`src/rtl/core/isotp_pkg.sv`:
```
// Package: shared types and constants of the ISO-TP segmented transmitter.
`default_nettype none
package isotp_pkg;
  localparam logic [1:0] OP_START = 2'd0;
  localparam logic [1:0] OP_DATA  = 2'd1;
  localparam logic [1:0] OP_RX    = 2'd2;

  localparam logic [1:0] KIND_FRAME  = 2'd0;
  localparam logic [1:0] KIND_ABORT  = 2'd1;
  localparam logic [1:0] KIND_REJECT = 2'd2;

  localparam logic [7:0] PCI_FF = 8'h10;
  localparam logic [7:0] PCI_CF = 8'h20;
  localparam logic [7:0] PCI_FC = 8'h30;
  localparam logic [7:0] PCI_TYPE_MASK = 8'hF0;
  localparam logic [7:0] GAP_MS_MAX = 8'h7F;

  typedef struct packed {
    logic [1:0] operation;
    logic [7:0] service;
    logic [31:0] address;
    logic [15:0] length;
    logic [7:0] data_byte;
    logic [7:0] rx_first;
    logic [7:0] rx_block;
    logic [7:0] rx_gap;
    logic [3:0] rx_count;
  } in_item_t;

  typedef struct packed {
    logic [1:0] kind;
    logic [7:0] byte0;
    logic [7:0] byte1;
    logic [7:0] byte2;
    logic [7:0] byte3;
    logic [7:0] byte4;
    logic [7:0] byte5;
    logic [7:0] byte6;
    logic [7:0] byte7;
    logic [6:0] gap_ms;
    logic       last;
  } out_item_t;
endpackage
`default_nettype wire

```
`src/rtl/core/isotp_if.sv`:
```
// Interfaces: valid/ready channels for input items and result items.
`default_nettype none
interface isotp_in_if;
  logic valid;
  logic ready;
  isotp_pkg::in_item_t payload;
  modport source (output valid, output payload, input ready);
  modport sink (input valid, input payload, output ready);
endinterface

interface isotp_out_if;
  logic valid;
  logic ready;
  isotp_pkg::out_item_t payload;
  modport source (output valid, output payload, input ready);
  modport sink (input valid, input payload, output ready);
endinterface
`default_nettype wire

```
`src/rtl/core/isotp_front.sv`:
```
// Front end: protocol state, classification of items and frame assembly.
`default_nettype none
module isotp_front #(
  parameter int MaxPayload = 4090
) (
  input  wire logic                clk_i,
  input  wire logic                rst_ni,
  input  wire logic                valid_i,
  input  isotp_pkg::in_item_t      item_i,
  output logic                     ready_o,
  output logic                     res_valid_o,
  output isotp_pkg::out_item_t     res_o,
  input  wire logic                q_ready_i
);
  import isotp_pkg::*;

  localparam logic [1:0] PH_IDLE = 2'd0;
  localparam logic [1:0] PH_COLLECT = 2'd1;
  localparam logic [1:0] PH_WAIT = 2'd2;
  localparam logic [1:0] PH_STREAM = 2'd3;
  localparam logic [11:0] MaxLen = 12'(MaxPayload);

  logic [1:0] phase_q, phase_d;
  logic [7:0] svc_q, svc_d;
  logic [31:0] addr_q, addr_d;
  logic [11:0] total_q, total_d, taken_q, taken_d, taken_inc;
  logic [7:0] buf_q [7];
  logic [7:0] buf_d [7];
  logic [2:0] fill_q, fill_d;
  logic [3:0] seq_q, seq_d;
  logic [7:0] blim_q, blim_d, fib_q, fib_d, fib_inc, sep_q, sep_d;
  logic go;
  logic [11:0] len_sat;
  logic [12:0] ff_total;
  out_item_t r;
  logic rv;

  // one item per cycle while the queue has room
  assign ready_o = q_ready_i;
  assign go = valid_i & q_ready_i;
  assign len_sat = (item_i.length > 16'(MaxLen)) ? MaxLen : item_i.length[11:0];
  assign taken_inc = taken_q + 12'd1;
  assign fib_inc = fib_q + 8'd1;
  assign ff_total = 13'd5 + {1'b0, total_q};

  always_comb begin
    phase_d = phase_q; svc_d = svc_q; addr_d = addr_q; total_d = total_q;
    taken_d = taken_q; buf_d = buf_q; fill_d = fill_q; seq_d = seq_q;
    blim_d = blim_q; fib_d = fib_q; sep_d = sep_q;
    r = '0; rv = 1'b0;
    if (go) begin
      case (item_i.operation)
        OP_START: begin
          if (phase_q != PH_IDLE) begin
            rv = 1'b1; r.kind = KIND_REJECT;
          end else begin
            svc_d = item_i.service; addr_d = item_i.address; total_d = len_sat;
            taken_d = '0; fill_d = '0; seq_d = 4'd1; blim_d = '0; fib_d = '0;
            sep_d = '0;
            if (len_sat == 12'd0) begin
              rv = 1'b1; r.kind = KIND_FRAME; r.last = 1'b1; r.byte0 = 8'd5;
              r.byte1 = item_i.service; r.byte2 = item_i.address[31:24];
              r.byte3 = item_i.address[23:16]; r.byte4 = item_i.address[15:8];
              r.byte5 = item_i.address[7:0];
            end else begin
              phase_d = PH_COLLECT;
            end
          end
        end
        OP_DATA: begin
          if (phase_q == PH_COLLECT && total_q <= 12'd2) begin
            // single frame: at most two data bytes after the header
            if (fill_q < 3'd7) begin
              buf_d[fill_q] = item_i.data_byte; fill_d = fill_q + 3'd1;
            end
            taken_d = taken_inc;
            if (taken_inc >= total_q) begin
              rv = 1'b1; r.kind = KIND_FRAME; r.last = 1'b1;
              r.byte0 = 8'd5 + total_q[7:0];
              r.byte1 = svc_q; r.byte2 = addr_q[31:24]; r.byte3 = addr_q[23:16];
              r.byte4 = addr_q[15:8]; r.byte5 = addr_q[7:0];
              if (total_q >= 12'd1) r.byte6 = (fill_q == 3'd0) ? item_i.data_byte : buf_q[0];
              if (total_q >= 12'd2 && fill_d >= 3'd2)
                r.byte7 = (fill_q == 3'd1) ? item_i.data_byte : buf_q[1];
              phase_d = PH_IDLE;
            end
          end else if (phase_q == PH_COLLECT) begin
            // first frame with one data byte
            rv = 1'b1; r.kind = KIND_FRAME;
            r.byte0 = PCI_FF | {4'd0, ff_total[11:8]};
            r.byte1 = ff_total[7:0];
            r.byte2 = svc_q; r.byte3 = addr_q[31:24]; r.byte4 = addr_q[23:16];
            r.byte5 = addr_q[15:8]; r.byte6 = addr_q[7:0]; r.byte7 = item_i.data_byte;
            taken_d = 12'd1; fill_d = '0; phase_d = PH_WAIT;
          end else if (phase_q == PH_STREAM) begin
            buf_d[fill_q] = item_i.data_byte;
            fill_d = fill_q + 3'd1;
            taken_d = taken_inc;
            if (fill_d == 3'd7 || taken_inc >= total_q) begin
              rv = 1'b1; r.kind = KIND_FRAME;
              r.byte0 = PCI_CF | {4'd0, seq_q};
              r.byte1 = (fill_d > 3'd0) ? buf_d[0] : 8'd0;
              r.byte2 = (fill_d > 3'd1) ? buf_d[1] : 8'd0;
              r.byte3 = (fill_d > 3'd2) ? buf_d[2] : 8'd0;
              r.byte4 = (fill_d > 3'd3) ? buf_d[3] : 8'd0;
              r.byte5 = (fill_d > 3'd4) ? buf_d[4] : 8'd0;
              r.byte6 = (fill_d > 3'd5) ? buf_d[5] : 8'd0;
              r.byte7 = (fill_d > 3'd6) ? buf_d[6] : 8'd0;
              r.gap_ms = (sep_q >= 8'd1 && sep_q <= GAP_MS_MAX) ? sep_q[6:0] : 7'd0;
              fill_d = '0; seq_d = seq_q + 4'd1; fib_d = fib_inc;
              if (taken_inc >= total_q) begin
                r.last = 1'b1; phase_d = PH_IDLE;
              end else if (blim_q != 8'd0 && fib_inc >= blim_q) begin
                fib_d = '0; phase_d = PH_WAIT;
              end
            end
          end else begin
            rv = 1'b1; r.kind = KIND_REJECT;
          end
        end
        OP_RX: begin
          if (phase_q == PH_WAIT && item_i.rx_count >= 4'd3 &&
              (item_i.rx_first & PCI_TYPE_MASK) == PCI_FC) begin
            if (item_i.rx_first[3:0] == 4'd0) begin
              blim_d = item_i.rx_block; sep_d = item_i.rx_gap; fib_d = '0;
              fill_d = '0; phase_d = PH_STREAM;
            end else if (item_i.rx_first[3:0] != 4'd1) begin
              rv = 1'b1; r.kind = KIND_ABORT; r.last = 1'b1; phase_d = PH_IDLE;
            end
          end
        end
        default: begin
          rv = 1'b1; r.kind = KIND_REJECT;
        end
      endcase
    end
  end

  assign res_valid_o = rv;
  assign res_o = r;

  always_ff @(posedge clk_i or negedge rst_ni) begin
    if (!rst_ni) begin
      phase_q <= PH_IDLE; svc_q <= '0; addr_q <= '0; total_q <= '0; taken_q <= '0;
      fill_q <= '0; seq_q <= 4'd1; blim_q <= '0; fib_q <= '0; sep_q <= '0;
    end else begin
      phase_q <= phase_d; svc_q <= svc_d; addr_q <= addr_d; total_q <= total_d;
      taken_q <= taken_d; fill_q <= fill_d; seq_q <= seq_d; blim_q <= blim_d;
      fib_q <= fib_d; sep_q <= sep_d;
    end
  end

  // frame buffer payload, no reset
  always_ff @(posedge clk_i) begin
    buf_q <= buf_d;
  end
endmodule
`default_nettype wire

```
`src/rtl/core/isotp_queue.sv`:
```
// Back end: two-entry result queue that decouples front end and output.
`default_nettype none
module isotp_queue (
  input  wire logic            clk_i,
  input  wire logic            rst_ni,
  input  wire logic            push_i,
  input  isotp_pkg::out_item_t data_i,
  output logic                 room_o,
  isotp_out_if.source          out_o
);
  import isotp_pkg::*;

  out_item_t mem_q [2];
  logic wp_q, rp_q;
  logic [1:0] cnt_q;
  logic pop;

  assign pop = out_o.valid & out_o.ready;
  assign out_o.valid = cnt_q != 2'd0;
  assign out_o.payload = mem_q[rp_q];
  // room while fewer than two entries are held; a pending pop is not counted
  assign room_o = cnt_q != 2'd2;

  always_ff @(posedge clk_i or negedge rst_ni) begin
    if (!rst_ni) begin
      wp_q <= 1'b0; rp_q <= 1'b0; cnt_q <= '0;
    end else begin
      if (push_i) wp_q <= ~wp_q;
      if (pop) rp_q <= ~rp_q;
      cnt_q <= cnt_q + {1'b0, push_i} - {1'b0, pop};
    end
  end

  always_ff @(posedge clk_i) begin
    if (push_i) mem_q[wp_q] <= data_i;
  end
endmodule
`default_nettype wire

```
`src/rtl/core/isotp_segmented_transmitter.sv`:
```
// Top level: ISO-TP segmented transmitter with flow control.
// Takes one item per cycle (start, data byte or received frame) and produces
// at most one result per item, which is registered in a two-entry queue. The
// input is held off only while that queue is full because the output stalls.
`default_nettype none
module isotp_segmented_transmitter #(
  parameter int MaxPayload = 4090
) (
  input  wire logic   clk_i,
  input  wire logic   rst_ni,
  isotp_in_if.sink    in_i,
  isotp_out_if.source out_o
);
  import isotp_pkg::*;

  logic room, rv;
  out_item_t res;

  isotp_front #(.MaxPayload(MaxPayload)) u_front (
    .clk_i, .rst_ni, .valid_i(in_i.valid), .item_i(in_i.payload),
    .ready_o(in_i.ready), .res_valid_o(rv), .res_o(res), .q_ready_i(room)
  );

  isotp_queue u_queue (
    .clk_i, .rst_ni, .push_i(rv), .data_i(res), .room_o(room), .out_o(out_o)
  );
endmodule
`default_nettype wire
```
`src/flat_wrapper.sv`:
```
// flat-port wrapper written by rule: the top's interface ports become plain ports
module isotp_segmented_transmitter_flat import isotp_pkg::*;
#(
  parameter int MaxPayload = 4090
)
  (clk_i, rst_ni, in_i_valid, in_i_payload, in_i_ready, out_o_valid, out_o_payload, out_o_ready);
  isotp_in_if in_i_i ();
  isotp_out_if out_o_i ();
  input  wire logic clk_i;
  input  wire logic rst_ni;
  input wire logic [$bits(in_i_i.valid)-1:0] in_i_valid;
  input wire logic [$bits(in_i_i.payload)-1:0] in_i_payload;
  output wire logic [$bits(in_i_i.ready)-1:0] in_i_ready;
  output wire logic [$bits(out_o_i.valid)-1:0] out_o_valid;
  output wire logic [$bits(out_o_i.payload)-1:0] out_o_payload;
  input wire logic [$bits(out_o_i.ready)-1:0] out_o_ready;
  assign in_i_i.valid = in_i_valid;
  assign in_i_i.payload = in_i_payload;
  assign in_i_ready = in_i_i.ready;
  assign out_o_valid = out_o_i.valid;
  assign out_o_payload = out_o_i.payload;
  assign out_o_i.ready = out_o_ready;
  isotp_segmented_transmitter #(.MaxPayload(MaxPayload)) u_core (.clk_i(clk_i), .rst_ni(rst_ni), .in_i(in_i_i), .out_o(out_o_i));
endmodule
```
`config.mk`:
```
export PLATFORM = sky130hd
export DESIGN_NAME = isotp_segmented_transmitter_flat
export DESIGN_NICKNAME = d
export VERILOG_FILES = /design/src/rtl/core/isotp_pkg.sv /design/src/rtl/core/isotp_if.sv /design/src/rtl/core/isotp_front.sv /design/src/rtl/core/isotp_queue.sv /design/src/rtl/core/isotp_segmented_transmitter.sv /design/src/flat_wrapper.sv
export SDC_FILE = /design/constraint.sdc
export NUM_CORES = 1
export LEC_CHECK = 0
export ABC_AREA = 0
export ABC_CLOCK_PERIOD_IN_PS = 24400
export BUFFER_PORTS_ARGS = -buffer_cell sky130_fd_sc_hd__buf_2
export CORE_MARGIN = 2
export CORE_UTILIZATION = 56
export CTS_BUF_LIST = sky130_fd_sc_hd__clkbuf_8 sky130_fd_sc_hd__clkbuf_16
export CTS_CLUSTER_DIAMETER = 60
export DETAILED_ROUTE_END_ITERATION = 10
export PLACE_DENSITY = 0.85
export RECOVER_POWER = 25
export REMOVE_ABC_BUFFERS = 1
export SYNTH_ARGS = -nofsm -noshare
export SYNTH_HDL_FRONTEND = slang
export SYNTH_SLANG_ARGS = --single-unit
```
`constraint.sdc`:
```
create_clock -name clk_i -period 24.4 [get_ports clk_i]
set_input_delay 2.44 -clock clk_i [delete_from_list [all_inputs] [get_ports clk_i]]
set_output_delay 2.44 -clock clk_i [all_outputs]
set_load 0.02 [all_outputs]
```
## Word-level counts from Yosys, hierarchy flattened

Memory sizes are Yosys's and may differ from the RTL's.
Cells that the tools add are included.

| storage, ports and cells | value |
|---|---|
| register bits | 157 |
| bits in writable memories | 148 |
| input bits | 98 |
| word-level logic and storage cells | 214 |
| memories kept | 1 |

Memories:

| memory | depth | bits a word | read ports | clocked after memory_dff | wr ports | RTL line | source |
|---|---|---|---|---|---|---|---|
| u_core.u_queue.mem_q | 2 | 74 | 1 | 0 | 1 | isotp_queue.sv:13 | `out_item_t mem_q [2];` |

| cells by class | value |
|---|---|
| equality and inequality tests | 25 |
| $lt $le $gt $ge | 20 |
| mux-type cells | 107 |
| bitwise operators | 6 |
| reductions and logical operators | 27 |
| $add $sub $neg | 8 |

Operators by type and width:

| operator | number |
|---|---|
| $mux 56 | 4 |
| $mux 8 | 26 |
| $mux 66 | 2 |
| $pmux 48 s2 | 1 |
| $mux 43 | 2 |
| $mux 74 | 1 |
| $mux 72 | 1 |
| $mux 70 | 1 |
| $mux 64 | 1 |
| $mux 12 | 5 |
| $bwmux 56 | 1 |
| $mux 3 | 11 |
| $pmux 8 s2 | 2 |
| $mux 2 | 14 |
| $demux 8 s3 | 1 |
| $pmux 12 s2 | 1 |
| $pmux 8 s3 | 1 |
| $mux 23 | 1 |
| $mux 4 | 5 |
| $mux 1 | 18 |
| $ne 2x2->1 const B | 9 |
| $gt 16x12->1 const B | 1 |
| $mux 7 | 2 |
| $add 12x1->12 const B | 1 |
| other kinds (54) | 81 |

## Longest topological paths before layout

Gate-level depths: netlist of the first run.

| depth | value |
|---|---|
| word-level depth | 13 |
| mapped depth | 16 |
| gate-level depth less buffers | 16 |

## Hierarchy

A second synthesis of the first run with hierarchy kept.

| second synthesis, totals | value |
|---|---|
| cells, all modules | 1417 |
| area, all modules | 15850.2 sq um |

Modules (own cells, without submodules):

| module | instances | area an instance (sq um) | cells each | sequential area each (sq um) |
|---|---|---|---|---|
| isotp_front | 1 | 10109.7 | 1170 | 4110.2 |
| isotp_queue | 1 | 5740.5 | 247 | 4544.4 |

## Worst setup path after synthesis of the first run

Ideal clock, no wire load.

| path | value |
|---|---|
| path type | input -> register |
| start | in in_i_payload[51] |
| end | mem u_core.u_queue.mem_q[0][0] in the netlist's numbering (enable) |
| arrival | 8713 ps |
| slack | 15090 ps |
| library setup time | 597 ps |
| stages | 5 |
| cells stage by stage | or4_1 > or2_2 > o211ai_1 > a21oi_1 > nor3_1 |

| between the ends | value |
|---|---|
| longest elaborated chain between the ends | 9 |

RTL lines:

| what | RTL line | source |
|---|---|---|
| start: declaration | flat_wrapper.sv:12 | `input wire logic [$bits(in_i_i.payload)-1:0] in_i_payload;` |
| $gt 16x12->1 | isotp_front.sv:41 | `assign len_sat = (item_i.length > 16'(MaxLen)) ? MaxLen : item_i.length[11:0];` |
| $mux 12 | isotp_front.sv:41 |  |
| $logic_not 12->1 | isotp_front.sv:60 | `if (len_sat == 12'd0) begin` |
| $mux 1 | isotp_front.sv:60 |  |
| $mux 1 | isotp_front.sv:54 | `if (phase_q != PH_IDLE) begin` |
| $pmux 1 s3 | isotp_front.sv:52 | `case (item_i.operation)` |
| $mux 1 | isotp_front.sv:51 | `if (go) begin` |
| $mux 1 | isotp_queue.sv:35 | `if (push_i) mem_q[wp_q] <= data_i;` |
| $mux 1 (not written as such) | isotp_queue.sv:35 |  |
| end: declaration | isotp_queue.sv:13 |  |

No other way between the ends.

==> results.sh, run 1 <==
export IMPL_status="finished, violations left"
export IMPL_violations="max-capacitance violations, max-slew violations"
export IMPL_drv_slew=156
export IMPL_vias=12540
export IMPL_gp_congestion=0.9400
export IMPL_worst_pin_slew_ps=3691
export IMPL_p_leak_nw=7.097
export IMPL_start_kind="input pin"
export IMPL_cts_htree_levels=1
export IMPL_ys_seq_area_frac=0.5469
export IMPL_nets=1716
export IMPL_drtIter0Drc=1765
export IMPL_grt_remaining_overflow=0
export IMPL_yosysWarnings=0
export IMPL_cts_resized_gates=0
export IMPL_vias_per_cell=6.326
export IMPL_initial_core_util=0.5696
export IMPL_setup_tns_ps=0
export IMPL_wirelength_um=42580
export IMPL_synth_cells=1433
export IMPL_clk_latency_ps=560
export IMPL_routed_top_layer="met4"
export IMPL_dieArea_sq_um=29620
export IMPL_ir_drop_v=0.00005274
export IMPL_syn_area_sq_um=15830
export IMPL_crit_fanout=65
export IMPL_met2WireLength_um=20310
export IMPL_holdPathStages=2
export IMPL_cpPeakStageDelay_ps=2690
export IMPL_synth_top_area_cell="edfxtp_1"
export IMPL_reg2regPathDepth=11
export IMPL_crit_path_end_kind="async pin"
export IMPL_p_per_area_nw_per_um2=101.1
export IMPL_hold_violations=0
export IMPL_crit_required_ps=24220
export IMPL_grt_pass1_wl_um=65260
export IMPL_slowest_stage="clkbuf_1"
export IMPL_whs_ps=509.9
export IMPL_core_area_sq_um=27780
export IMPL_setup_viol=0
export IMPL_grt_usage=0.2846
export IMPL_synth_async_reset_ratio=0.3311
export IMPL_cap_violations=3
export IMPL_antenna_found_initial=0
export IMPL_synth_distinct_cells=69
export IMPL_numCtsBuffers=30
export IMPL_clk_path_buf_depth=3
export IMPL_drive_gt1_frac=0.2232
export IMPL_synth_ff_type="edfxtp_1"
export IMPL_rsz0062_at_grt="false"
export IMPL_tritoncts="built"
export IMPL_postCtsSetupBuffers=0
export IMPL_crit_type="input pin to async pin"
export IMPL_synth_commonest_cells="nand2_1 (253), edfxtp_1 (204), mux2_2 (135)"
export IMPL_ys_ff_latch=305
export IMPL_synth_edf_count=204
export IMPL_wl_per_cell_um=21.48
export IMPL_max_slew_margin=-1.461
export IMPL_worst_path_most_repeated_cell="clkbuf_1"
export IMPL_min_path_type="register to register"
export IMPL_die_w_um=172.1
export IMPL_finalCriticalPeriod_ps=6817
export IMPL_synth_area_leaders="edfxtp_1 (39%), dfrtp_1 (16%), mux2_2 (9.6%)"
export IMPL_clk_pin_slew_ps=60
export IMPL_crit_buf_inv=2
export IMPL_root_buffer="clkbuf_16"
export IMPL_finClkSkew_ps=11.60
export IMPL_firstDrtPassIters=6
export IMPL_fillers=2118
export IMPL_cp_top_family="buffers and inverters"
export IMPL_crit_cells=2
export IMPL_ant_nets=0
export IMPL_period_share=0.2794
export IMPL_hold_buffers=0
export IMPL_fmax_mhz=146.7
export IMPL_dpl_hpwl_um=28610
export IMPL_cts_sinks=305
export IMPL_rrSetupSlack_ps=19450
export IMPL_yosysMostFrequentCell="nand2_1"
export IMPL_grt_pass1_vias=12060
export IMPL_die_h_um=172.1
export IMPL_crit_chain="clkbuf_1 > clkbuf_1"
export IMPL_io_buffers=173
export IMPL_place_area_sq_um=17030
export IMPL_netlist_area_leader_share=0.3871
export IMPL_syn_area_per_cell_sq_um=11.04
export IMPL_ioPinCount=174
export IMPL_routedLengthMet1_um=16100
export IMPL_final_area_sq_um=18090
export IMPL_power_mw=1.829
export IMPL_routed_wl_met3_um=4742
export IMPL_drc=0
export IMPL_syn_to_final_growth_pct=14.33
export IMPL_n_antenna_cell=0
export IMPL_grt_max_degree=76
export IMPL_arrival_ps=6640
export IMPL_rows=61
-- flip-flops by register name, indices dropped and copies added, names as in the netlist, 8 cells and up --
signal,cells
u_core.u_front.sep_q,8
u_core.u_front.fib_q,8
u_core.u_front.blim_q,8
u_core.u_front.total_q,12
u_core.u_front.buf_q,56
u_core.u_front.addr_q,32
u_core.u_queue.mem_q,148
u_core.u_front.taken_q,12
u_core.u_front.svc_q,8
-- stage by stage --
stage | cells | worst slack [ps] | util
floorplan | 1352 | 15080 | -
detailed placement | 1925 | 18920 | 0.6130
finish | 1982 | 17580 | 0.6512
global placement | 1925 | 19120 | 0.6130
CTS | 1981 | 19480 | 0.6512
global route | 1982 | 16540 | 0.6512
-- layer usage --
layer	vias up	GRT usage
li1	5586	-
met1	6029	0.3804
met2	803	0.4765
met3	120	0.04646
met4	0	0.09499
met5	-	0
-- report_power, final --
| group | total [mW] | internal (mW) | switching, mW |
|---|---|---|---|
| Clock | 0.498 | 0.302 | 0.196 |
| Sequential | 0.737 | 0.649 | 0.0881 |
| Combinational | 0.594 | 0.225 | 0.369 |
-- tightest hold or removal path, delay by kind of cell, from the launching register on --
kind             cells  cell delay (ps)
flip-flops           1              360
AND/OR/NAND/NOR      2              120
-- cell usage in the layout, fill, tap and decap left out, drive strengths merged, types with 6 or more instances in the layout --
cell    Yosys  final
a211o       6      6
a211oi      9      9
a21oi      51     51
a22o        7      7
a22oi       8      8
a31oi      30     30
a32o       10     10
a32oi       9      9
and2       10     10
and3       10     10
buf        26    182
bufinv      0      7
clkbuf     58     45
clkinv      1     11
dfrtp     100    100
edfxtp    204    204
ha         38     38
inv        40     48
mux2      136    136
mux2i      27     27
nand2     253    253
nand2b     18     18
nand3      66     66
nand3b      8      8
nand4      16     16
nor2       50     50
nor2b       6      6
nor3       15     15
nor4       14     14
o211ai     15     15
o21a        6      6
o21ai      81     81
o22a       17     17
o22ai       7      7
o31ai      11     11
or2         6      6
xnor2      18     18
xor2        9      9
-- worst paths after layout --
kind	startpoint	to
max in group clk_i	in_i_payload[92]	u_core.u_front.total_q[11]$_DFFE_PN0P_
min in group asynchronous	rst_ni	u_core.u_front.taken_q[8]$_DFFE_PN0P_
worst max register to register	u_core.u_front.taken_q[0]$_DFFE_PN0P_	u_core.u_queue.mem_q[1][11]$_DFFE_PP_
worst min register to register	u_core.u_front.addr_q[7]$_DFFE_PN0P_	u_core.u_front.addr_q[7]$_DFFE_PN0P_
worst max-delay path	rst_ni	u_core.u_front.addr_q[5]$_DFFE_PN0P_
worst min-delay path	u_core.u_front.addr_q[7]$_DFFE_PN0P_	u_core.u_front.addr_q[7]$_DFFE_PN0P_
-- final cells by class --
type / count / area, sq um / area share
Multi-Input combinational cell: 1006 / 6713 / 0.3710
Sequential cell: 305 / 8658 / 0.4786
Clock buffer: 31 / 775.7 / 0.04288
Clock inverter: 25 / 285.3 / 0.01577
Tap cell: 378 / 473.0 / 0.02614
Inverter: 41 / 153.9 / 0.008506
Timing Repair Buffer: 196 / 1033 / 0.05712
-- cells by family (layout without fill, tap and decap cells) --
group / Yosys count / in the layout / share of synthesized area
simple gates: 485 / 485 / 0.1425
fa+ha+maj: 38 / 38 / 0.03004
other cells: 1 / 4 / 0.0002370
mux: 163 / 163 / 0.1139
flops: 305 / 305 / 0.5469
buf+inv: 125 / 293 / 0.03178
xor+xnor: 27 / 27 / 0.01494
compound gates: 289 / 289 / 0.1198
(Power assumes the default switching activity.)
==> run 2: changes to the inputs <==
--- a/config.mk
+++ b/config.mk
@@ -6,7 +6,7 @@
 export NUM_CORES = 1
 export LEC_CHECK = 0
 export ABC_AREA = 0
-export ABC_CLOCK_PERIOD_IN_PS = 24400
+export ABC_CLOCK_PERIOD_IN_PS = 6450
 export BUFFER_PORTS_ARGS = -buffer_cell sky130_fd_sc_hd__buf_2
 export CORE_MARGIN = 2
 export CORE_UTILIZATION = 56
==> constraint.sdc (replaced) <==
create_clock -name clk_i -period 6.45 [get_ports clk_i]
set_input_delay 0.645 -clock clk_i [delete_from_list [all_inputs] [get_ports clk_i]]
set_output_delay 0.645 -clock clk_i [all_outputs]
set_load 0.02 [all_outputs]
==> results.sh, run 2 (synthesis results as in run 1) <==
export IMPL_status="finished, violations left"
export IMPL_violations="max-capacitance violations, max-slew violations"
export IMPL_dpl_hpwl_um=29120
export IMPL_start_kind="register"
export IMPL_hold_buffers=0
export IMPL_comb_power_share=0.324
export IMPL_drive_gt1_frac=0.2359
export IMPL_swShare=0.3597
export IMPL_wirelength_um=42750
export IMPL_antenna_found_initial=0
export IMPL_cts_htree_levels=2
export IMPL_cts_resized_gates=0
export IMPL_grt_usage=0.2893
export IMPL_hold_violations=0
export IMPL_most_common_layout_cells="nand2_1 (253), edfxtp_1 (204), buf_2 (170), mux2_2 (114), dfrtp_1 (100)"
export IMPL_layout_commonest_cell="nand2_1"
export IMPL_grt_pass1_wl_um=66120
export IMPL_regMostFlops="u_core.u_queue.mem_q"
export IMPL_multi_input_area_sq_um=6708
export IMPL_wl_per_cell_um=21.50
export IMPL_initial_core_util=0.5696
export IMPL_setup_viol=0
export IMPL_drtIter0Drc=1370
export IMPL_pre_cts_ws_ps=2143
export IMPL_intPower_mw=4.492
export IMPL_nets=1720
export IMPL_largestRegisters="u_core.u_queue.mem_q: 148 flops, u_core.u_front.buf_q: 56 flops, u_core.u_front.addr_q: 32 flops"
export IMPL_clk_pin_slew_ps=60
export IMPL_grt_remaining_overflow=0
export IMPL_clockPowerShare=0.280
export IMPL_cap_violations=5
export IMPL_drc=0
export IMPL_clk_latency_ps=530
export IMPL_p_switching_mw=2.523
export IMPL_ir_drop_v=0.0002633
export IMPL_ioPinCount=174
export IMPL_tritoncts="built"
export IMPL_crit_path_end_kind="register"
export IMPL_crit_type="register to register"
export IMPL_finalCriticalPeriod_ps=4791
export IMPL_largest_register_ffs=148
export IMPL_crit_fanout=51
export IMPL_dieArea_sq_um=29620
export IMPL_syn_to_final_growth_pct=14.73
export IMPL_gp_congestion=0.9233
export IMPL_die_w_um=172.1
export IMPL_final_util=0.6535
export IMPL_fin_ws_ps=1659
export IMPL_finClkSkew_ps=26.41
export IMPL_postCtsSetupBuffers=0
export IMPL_worst_pin_slew_ps=3366
export IMPL_p_seq_frac=0.396
export IMPL_rows=61
export IMPL_fillers=2148
export IMPL_p_per_area_nw_per_um2=386.4
export IMPL_core_area_sq_um=27780
export IMPL_drv_slew=266
export IMPL_crit_required_ps=6750
export IMPL_numCtsBuffers=35
export IMPL_io_buffers=173
export IMPL_root_buffer="clkbuf_16"
export IMPL_min_path_type="input pin to register"
export IMPL_cts_sinks=305
export IMPL_n_antenna_cell=0
export IMPL_ant_nets=0
export IMPL_grt_pass1_vias=12100
export IMPL_clk_path_buf_depth=3
export IMPL_rsz0062_at_grt="false"
export IMPL_p_leak_nw=7.132
export IMPL_max_slew_margin=-1.244
export IMPL_fmax_mhz=208.7
export IMPL_seq_area_sq_um=8655
export IMPL_vias=12480
export IMPL_grt_max_degree=76
export IMPL_period_share=0.7428
export IMPL_die_h_um=172.1
export IMPL_vias_per_cell=6.273
export IMPL_arrival_ps=5090
export IMPL_firstDrtPassIters=6
[run 2: per-stage QoR]
step | setup TNS [ps] | hold slack (ps) | cell area, sq um | instances | power, mW
2_1_floorplan | -252880 | 349.4 | 15490 | 1352 | 4.252
3_5_place_dp | 0 | 494.6 | 17030 | 1925 | 5.017
6_report | 0 | 341.8 | 18160 | 1989 | 7.015
4_1_cts | 0 | 181.2 | 18180 | 1989 | 6.974
5_1_grt | 0 | 333.5 | 18160 | 1989 | 7.317
3_3_place_gp | 0 | 480.7 | 17030 | 1925 | 4.952
[run 2: worst max-delay path, cell delays in order, from the launching register on]
cell and delay, ps:
dfrtp_1 320, clkbuf_1 1380, nor2_1 280, nand3_2 160, clkbuf_1 1820, or3_1 460
o22ai_1 130
[run 2: layout make-up]
class,count,area share
multi-input cells,1006,0.3694
clock inverters,24,0.01075
inverters,41,0.008476
well taps,378,0.02605
repair buffers,195,0.05596
flip-flops and latches,305,0.4767
clock buffers,40,0.05265
[run 2: worst paths after layout]
check                                                            from                               endpoint  slack (ps)  cells after the start
worst max-delay path            u_core.u_front.phase_q[1]$_DFFE_PN0P_  u_core.u_front.total_q[2]$_DFFE_PN0P_        1660                      6
worst min-delay path                                 in_i_payload[69]  u_core.u_front.addr_q[17]$_DFFE_PN0P_         340                      3
worst max register to register  u_core.u_front.phase_q[1]$_DFFE_PN0P_  u_core.u_front.total_q[2]$_DFFE_PN0P_        1660                      6
worst min register to register    u_core.u_front.svc_q[6]$_DFFE_PN0P_    u_core.u_front.svc_q[6]$_DFFE_PN0P_         510                      2
max in group asynchronous                                      rst_ni   u_core.u_front.addr_q[1]$_DFFE_PN0P_        3520                      2
min in group asynchronous                                      rst_ni  u_core.u_front.taken_q[8]$_DFFE_PN0P_        1020                      1
[run 2: metal layers]
| layer | wire length (um) | GRT usage | share of wire | vias to the layer above |
|---|---|---|---|---|
| li1 | - | - | - | 5607 |
| met1 | 17330 | 0.4000 | 0.41 | 6033 |
| met2 | 20010 | 0.4620 | 0.47 | 721 |
| met3 | 3941 | 0.05379 | 0.092 | 116 |
| met4 | 1480 | 0.1016 | 0.035 | 0 |
| met5 | 0 | 0 | 0 | - |
[run 2: power by group through the flow]
stage / Sequential, mW / Clock [mW] / Combinational [mW]
floorplan: 2.76 / 0 / 1.49
global placement: 2.79 / 0 / 2.16
detailed placement: 2.81 / 0 / 2.20
CTS: 2.78 / 1.98 / 2.22
global route: 2.82 / 2.06 / 2.45
finish: 2.78 / 1.96 / 2.27
